==> src/hw/rtl/apru_pkg.sv <==
`default_nettype none
package apru_pkg;

    localparam int NUM_PROCESSES     = 8;
    localparam int PAGES_PER_PROCESS = 2048;
    localparam int NUM_FRAMES        = 4096;

    localparam int PID_W      = 3;
    localparam int PAGE_W     = $clog2(PAGES_PER_PROCESS);
    localparam int PG_CNT_W   = PAGE_W + 1;
    localparam int FRAME_W    = $clog2(NUM_FRAMES);
    localparam int FC_W       = $clog2(NUM_FRAMES + 1);
    localparam int PICK_W     = 12;
    localparam int PT_DEPTH   = NUM_PROCESSES * PAGES_PER_PROCESS;
    localparam int PT_AW      = $clog2(PT_DEPTH);
    localparam int CNT_W      = 16;
    localparam int THR_W      = 13;
    localparam int RSV_W      = 7;
    localparam int CFG_DATA_W = 13;

    localparam logic [CNT_W-1:0] COUNTER_FULL = '1;
    localparam logic [THR_W-1:0] THR_RESET    = 13'd1000;
    localparam logic [RSV_W-1:0] RSV_RESET    = 7'd10;

    localparam logic CFG_FREE_THRESHOLD = 1'b0;
    localparam logic CFG_RESERVED_PAGES = 1'b1;

    typedef enum logic [1:0] {
        ACT_START   = 2'd0,
        ACT_ACCESS  = 2'd1,
        ACT_AGE     = 2'd2,
        ACT_RELEASE = 2'd3
    } action_t;

    typedef enum logic [2:0] {
        ST_HIT        = 3'd0,
        ST_FILL       = 3'd1,
        ST_REPLACED   = 3'd2,
        ST_POOL_EMPTY = 3'd3,
        ST_NO_VICTIM  = 3'd4,
        ST_DONE       = 3'd5
    } status_t;

    typedef enum logic [1:0] {
        CLS_SAME_PAGE  = 2'd0,
        CLS_UNOWNED    = 2'd1,
        CLS_SAME_OWNER = 2'd2,
        CLS_RANDOM     = 2'd3
    } class_t;

    typedef enum logic [1:0] {
        PGM_START   = 2'd0,
        PGM_VICTIM  = 2'd1,
        PGM_AGE     = 2'd2,
        PGM_RELEASE = 2'd3
    } pg_mode_t;

    typedef enum logic {
        PLM_FREE   = 1'b0,
        PLM_CHOOSE = 1'b1
    } pl_mode_t;

    typedef struct packed {
        logic [CNT_W-1:0]   cnt;
        logic               valid;
        logic               refd;
        logic [FRAME_W-1:0] frame;
    } pte_t;

    typedef struct packed {
        logic              free;
        logic              owned;
        logic [PID_W-1:0]  pid;
        logic [PAGE_W-1:0] page;
    } pool_ent_t;

    typedef struct packed {
        logic     clr_run;
        logic     latch;
        logic     hit_wr;
        logic     fill_wr;
        logic     st_map;
        logic     commit_a;
        logic     commit_b;
        logic     pg_init;
        logic     pg_run;
        pg_mode_t pg_mode;
        logic     pl_init;
        logic     pl_run;
        pl_mode_t pl_mode;
        logic     out_ld;
        status_t  st;
    } ctrl_cmd_t;

    typedef struct packed {
        logic clr_last;
        logic pe_valid;
        logic fc_gt_thr;
        logic fc_zero;
        logic vic_found;
        logic pg_hit;
        logic pg_end;
        logic pl_hit;
        logic pl_end;
    } dp_stat_t;

endpackage
`default_nettype wire

==> src/hw/rtl/apru_ctrl.sv <==
`default_nettype none
module apru_ctrl
    import apru_pkg::*;
(
    input  wire logic              aclk,
    input  wire logic              aresetn,
    input  wire logic              s_tvalid,
    output logic                   s_tready,
    input  wire logic [1:0]        in_action,
    input  wire logic [PID_W-1:0]  in_pid,
    input  wire logic [PAGE_W-1:0] in_page,
    output logic                   m_tvalid,
    input  wire logic              m_tready,
    output ctrl_cmd_t              cmd,
    input  wire dp_stat_t          stat
);
    typedef enum logic [13:0] {
        S_CLEAR  = 14'b00000000000001,
        S_IDLE   = 14'b00000000000010,
        S_LOOK   = 14'b00000000000100,
        S_DEC    = 14'b00000000001000,
        S_FILL   = 14'b00000000010000,
        S_ST_PG  = 14'b00000000100000,
        S_ST_PL  = 14'b00000001000000,
        S_VICT   = 14'b00000010000000,
        S_CHOOSE = 14'b00000100000000,
        S_COM_A  = 14'b00001000000000,
        S_COM_B  = 14'b00010000000000,
        S_AGE    = 14'b00100000000000,
        S_REL    = 14'b01000000000000,
        S_DONE   = 14'b10000000000000
    } state_t;

    state_t  state_reg, state_next;
    status_t st_reg, st_next;
    logic    mv_reg, mv_next;
    action_t act;
    logic    pid_oor, page_oor;

    assign act      = action_t'(in_action);
    assign pid_oor  = {1'b0, in_pid} >= (PID_W+1)'(NUM_PROCESSES);
    assign page_oor = {1'b0, in_page} >= PG_CNT_W'(PAGES_PER_PROCESS);
    assign s_tready = (state_reg == S_IDLE);
    assign m_tvalid = mv_reg;

    always_comb begin
        state_next  = state_reg;
        st_next     = st_reg;
        mv_next     = mv_reg;
        cmd         = '0;
        cmd.pg_mode = PGM_START;
        cmd.pl_mode = PLM_FREE;
        cmd.st      = st_reg;
        if (mv_reg && m_tready) begin
            mv_next = 1'b0;
        end
        unique case (state_reg)
            S_CLEAR: begin
                cmd.clr_run = 1'b1;
                if (stat.clr_last) begin
                    state_next = S_IDLE;
                end
            end
            S_IDLE: begin
                if (s_tvalid) begin
                    cmd.latch = 1'b1;
                    if (pid_oor || (act == ACT_ACCESS && page_oor)) begin
                        st_next    = ST_DONE;
                        state_next = S_DONE;
                    end else begin
                        unique case (act)
                            ACT_START: begin
                                cmd.pg_init = 1'b1;
                                cmd.pg_mode = PGM_START;
                                cmd.pl_init = 1'b1;
                                state_next  = S_ST_PG;
                            end
                            ACT_ACCESS: state_next = S_LOOK;
                            ACT_AGE: begin
                                cmd.pg_init = 1'b1;
                                cmd.pg_mode = PGM_AGE;
                                state_next  = S_AGE;
                            end
                            ACT_RELEASE: begin
                                cmd.pg_init = 1'b1;
                                cmd.pg_mode = PGM_RELEASE;
                                state_next  = S_REL;
                            end
                            default: state_next = S_IDLE;
                        endcase
                    end
                end
            end
            S_LOOK: state_next = S_DEC;
            S_DEC: begin
                if (stat.pe_valid) begin
                    cmd.hit_wr = 1'b1;
                    st_next    = ST_HIT;
                    state_next = S_DONE;
                end else if (stat.fc_gt_thr) begin
                    cmd.pl_init = 1'b1;
                    state_next  = S_FILL;
                end else begin
                    cmd.pg_init = 1'b1;
                    cmd.pg_mode = PGM_VICTIM;
                    state_next  = S_VICT;
                end
            end
            S_FILL: begin
                cmd.pl_run = 1'b1;
                if (stat.pl_hit) begin
                    cmd.fill_wr = 1'b1;
                    st_next     = ST_FILL;
                    state_next  = S_DONE;
                end else if (stat.pl_end) begin
                    st_next    = ST_POOL_EMPTY;
                    state_next = S_DONE;
                end
            end
            S_ST_PG: begin
                cmd.pg_run = 1'b1;
                if (stat.pg_hit) begin
                    state_next = S_ST_PL;
                end else if (stat.pg_end) begin
                    st_next    = ST_DONE;
                    state_next = S_DONE;
                end
            end
            S_ST_PL: begin
                cmd.pl_run = 1'b1;
                if (stat.pl_hit) begin
                    cmd.st_map = 1'b1;
                    state_next = S_ST_PG;
                end else if (stat.pl_end) begin
                    st_next    = ST_POOL_EMPTY;
                    state_next = S_DONE;
                end
            end
            S_VICT: begin
                cmd.pg_run  = 1'b1;
                cmd.pg_mode = PGM_VICTIM;
                if (stat.pg_end) begin
                    if (!stat.vic_found) begin
                        st_next    = ST_NO_VICTIM;
                        state_next = S_DONE;
                    end else if (stat.fc_zero) begin
                        st_next    = ST_POOL_EMPTY;
                        state_next = S_DONE;
                    end else begin
                        cmd.pl_init = 1'b1;
                        state_next  = S_CHOOSE;
                    end
                end
            end
            S_CHOOSE: begin
                cmd.pl_run  = 1'b1;
                cmd.pl_mode = PLM_CHOOSE;
                if (stat.pl_end) begin
                    state_next = S_COM_A;
                end
            end
            S_COM_A: begin
                cmd.commit_a = 1'b1;
                state_next   = S_COM_B;
            end
            S_COM_B: begin
                cmd.commit_b = 1'b1;
                st_next      = ST_REPLACED;
                state_next   = S_DONE;
            end
            S_AGE: begin
                cmd.pg_run  = 1'b1;
                cmd.pg_mode = PGM_AGE;
                if (stat.pg_end) begin
                    st_next    = ST_DONE;
                    state_next = S_DONE;
                end
            end
            S_REL: begin
                cmd.pg_run  = 1'b1;
                cmd.pg_mode = PGM_RELEASE;
                if (stat.pg_end) begin
                    st_next    = ST_DONE;
                    state_next = S_DONE;
                end
            end
            S_DONE: begin
                if (!mv_reg || m_tready) begin
                    cmd.out_ld = 1'b1;
                    mv_next    = 1'b1;
                    state_next = S_IDLE;
                end
            end
            default: state_next = S_CLEAR;
        endcase
    end

    always_ff @(posedge aclk) begin
        if (!aresetn) begin
            state_reg <= S_CLEAR;
            st_reg    <= ST_DONE;
            mv_reg    <= 1'b0;
        end else begin
            state_reg <= state_next;
            st_reg    <= st_next;
            mv_reg    <= mv_next;
        end
    end
endmodule
`default_nettype wire

==> config.mk <==
export PLATFORM = sky130hd
export DESIGN_NAME = apru_ctrl
export DESIGN_NICKNAME = d
export VERILOG_FILES = /design/src/hw/rtl/apru_pkg.sv /design/src/hw/rtl/apru_ctrl.sv
export SDC_FILE = /design/constraint.sdc
export NUM_CORES = 1
export LEC_CHECK = 0
export BUFFER_PORTS_ARGS = -buffer_cell sky130_fd_sc_hd__buf_2
export CAP_MARGIN = 20
export CELL_PAD_IN_SITES_DETAIL_PLACEMENT = 0
export CELL_PAD_IN_SITES_GLOBAL_PLACEMENT = 1
export CORE_MARGIN = 2
export CORE_UTILIZATION = 40
export CTS_BUF_LIST = sky130_fd_sc_hd__clkbuf_8
export DETAILED_ROUTE_END_ITERATION = 12
export GPL_ROUTABILITY_DRIVEN = 0
export MAX_ROUTING_LAYER = met4
export PLACE_DENSITY = 0.91
export SETUP_SLACK_MARGIN = 0.3
export SLEW_MARGIN = 20
export SYNTH_ARGS = -nofsm -noshare
export SYNTH_HDL_FRONTEND = slang
export SYNTH_SLANG_ARGS = --single-unit
==> constraint.sdc <==
create_clock -name aclk -period 4.6 [get_ports aclk]
set_input_delay 0.46 -clock aclk [delete_from_list [all_inputs] [get_ports aclk]]
set_output_delay 0.46 -clock aclk [all_outputs]
set_load 0.05 [all_outputs]
==> summary.md <==
| Metric | Value |
|---|---|
| Via count | roughly 1.7k |
| Slowest stage delay, CP | between 0.6 and 0.7 ns |
| Ys Warns | 0 |
| Hold Buf Count CTS | 0 |
| Iteration-0 DRC Markers | 80 |
| Layout area overhead | 13.2% |
| Clk buf depth | 2 |
| Max-cap violation count | 0 |
| Worst-margin pin slew | 0.706 ns |
| Dpl cell area | between 1500 and 2000 um2 |
| DP Wirelength | approximately 3500 um |
| Seq/Total Area, Yosys | between 20% and 30% |
| Worst Reg-to-Reg Cells | 6 |
| Crit-path cells | nor4_2 -> nand4_1 -> or3_1 -> and3_1 -> nand2_1 -> buf_2 |
| Unrepaired setup endpoints after global routing | no |
| Final hold viol count | 0 |
| Die width | 66.6 um |
| Launch point of the worst hold path | in_action[0] |
| Post-synth top cells | 23 x nor2_1, 18 x dfxtp_1, 18 x nand2_1 |
| Cell count after synthesis | around 210 |
| CTS buffer count | 3 |
| Peak supply drop | 0.107 mV |
| Total GRT Usage | 22.2% |
| Die area | roughly 4400 um2 |
| Yosys cell types | 56 |
| Initial antenna violation count | 0 |
| First-pass GRT wire length | between 7000 and 8000 um |
| Routed wire length per instance | 16.2 um |
| Clk slew on worst S/H paths | 0.07 ns |
| Crit path required time | between 4 and 5 ns |
| Fin Hold WS | about 0.47 ns |
| Worst reg2reg setup slack | between 2 and 2.5 ns |
| NumNets Final | 260 |
| Max-slew headroom | approximately 53% |
| Dominant cell type by area after synthesis | dfxtp_1 |
| Critical path startpoint category | flip-flop |
| Max Slew Vio Count | 0 |
| Status | finished clean |
| Num ports | 49 |
| Worst skew pair latency | 0.26 ns |
| Mean Syn Cell Area | around 7.6 um2 |
| Core area | approximately 3700 um2 |
| PwrDens | 246 nW/um2 |
| Total Wirelength | roughly 4500 um |
| # resized after CTS | 0 |
| Post-CTS Setup Inserts | 0 |
| TritonCTS clock tree | done |
| Critical path data arrival time | between 2 and 3 ns |
| Synthesized flop and latch total | 18 |
| Starting Density | between 40% and 50% |
| Setup TNS | 0 ns |
| Root Driver | clkbuf_8 |
| Max FFs per register | 14 |
| # port buffers | 34 |
| Largest net degree at the start of global routing | 13 |
| Vias per inst | around 6.2 |
| GRT overflow | 0 |
| Fmax | 318 MHz |
| Number of synthesized flops with an enable pin | 0 |
| Vias in the first global route | 1611 |
| Count leader, synth | nor2_1 |
| Worst min path class | in2reg |
| Post-Syn Area | ~1600 um2 |
| Yosys top cell area share | 23.0% |
| Crit end category | output pin |
| Reg2reg end | state_reg[0] |
| Die Y | about 67 um |
| 1st-pass router iterations | 4 |
| Async S/R FF share, synth | 0% |
| CP Max Fanout | 11 |
| Remaining DRCs | 0 |
| Most used DFF post-synth | dfxtp_1 |
| Clk sinks | 18 |
| Fraction of layout cells with a size suffix above 1 | around a quarter |
| Final period utilization | approximately two thirds |
| H-tree Lvls | 1 |
| Power Total | 0.437 mW |
| Synth top area cells | dfxtp_1 23%, nor2_1 5.5%, nand2_1 4.3%, nor3_1 4.1%, nor4_4 2.7% |
| N_diodes | 0 |
| Finished Cell Area | around 1800 um2 |
| Final Setup Violations | 0 |
| Hold Crit Endpoint | state_reg[2] |
| R2R Path Start | state_reg[4] |
| Period minus WS final | 3.15 ns |
| Slowest cell on crit path | nor4_2 |
| Final ANT Viol Nets | 0 |
| Setup CP Type | reg2out |
| Fill count | 409 |
| Clock Skew | 0.00320 ns |
| Mapped Nets | about 240 |
| # rows | 22 |
| Worst hold path depth | 3 |
| Static Leakage | approximately 0.69 nW |
==> metrics by stage <==
step / std cells / util (%) / setup WS (ns)
after floorplan: 206 / - / 0.722
after global placement: 274 / 46.3 / 1.78
after detailed placement: 274 / 46.3 / 1.82
after CTS: 278 / 47.8 / 1.49
after global routing: 278 / 47.8 / 1.35
final: 278 / 47.8 / 1.45
==> worst max-delay path: cells and delay by family, from the launching register on <==
family | cells | cell delay [ns]
buf+inv | 1 | 0.26
flops | 1 | 0.45
simple gates | 5 | 1.72
==> how the worst max path moves through the flow <==
stage | start | endpoint | slack (ns)
2_1_floorplan | state_reg[7] | cmd[7] | 0.72
3_3_place_gp | state_reg[4] | cmd[7] | 1.78
3_5_place_dp | state_reg[4] | cmd[7] | 1.82
4_1_cts | state_reg[4] | cmd[7] | 1.49
5_1_grt | state_reg[6] | cmd[7] | 1.35
6_report | state_reg[4] | cmd[7] | 1.45
==> placed cells by master (no fill, tap or decap), types with 4 or more instances in the layout <==
cell | netlist | final
nand3b_1 | 4 | 4
buf_2 | 6 | 34
nor3_1 | 13 | 13
o21ai_0 | 8 | 8
dfxtp_1 | 18 | 18
nand3_1 | 5 | 5
nand4_1 | 5 | 5
nor4_1 | 6 | 6
a21oi_1 | 8 | 8
nor2_1 | 23 | 23
or3_1 | 5 | 5
nand2_1 | 18 | 18
clkbuf_8 | 0 | 4
inv_1 | 8 | 8
==> routing by layer <==
| layer | up-vias | track usage [%] | share of wire (%) | routed length, um |
|---|---|---|---|---|
| met4 | 0 | 9.95 | 2.2 | 101 |
| met3 | 9 | 3.21 | 7.3 | 330 |
| met2 | 76 | 34.9 | 47 | 2100 |
| met1 | 813 | 28.1 | 44 | 1980 |
| li1 | 831 | - | - | - |
| met5 | - | - | 0 | 0 |
==> power by group <==
part | total [mW] | internal [mW] | switching, mW
combinational | 0.135 | 0.0439 | 0.0913
clock | 0.134 | 0.0762 | 0.0583
sequential | 0.168 | 0.161 | 0.00698
total | 0.437 | 0.281 | 0.157
==> cells by family (layout without fill, tap and decap cells) <==
group                  Yosys count  in the layout  synth area share [%]
flip-flops                      18             18                  23.0
AND/OR/NAND/NOR                111            111                  42.2
AO/OA/AOI/OAI                   48             48                  23.9
multiplexers                     2              2                  1.28
XOR/XNOR                         4              4                  2.23
buffers and inverters           23             47                  7.42
==> cell type report <==
type	count	area [um2]	area share, %
clock buffers	4	55.1	3.10
inverters	8	30.0	1.69
multi-input cells	165	1090	61.5
flip-flops and latches	18	360	20.3
well taps	48	60.1	3.38
repair buffers	35	178	10.0
(Power assumes the default switching activity.)
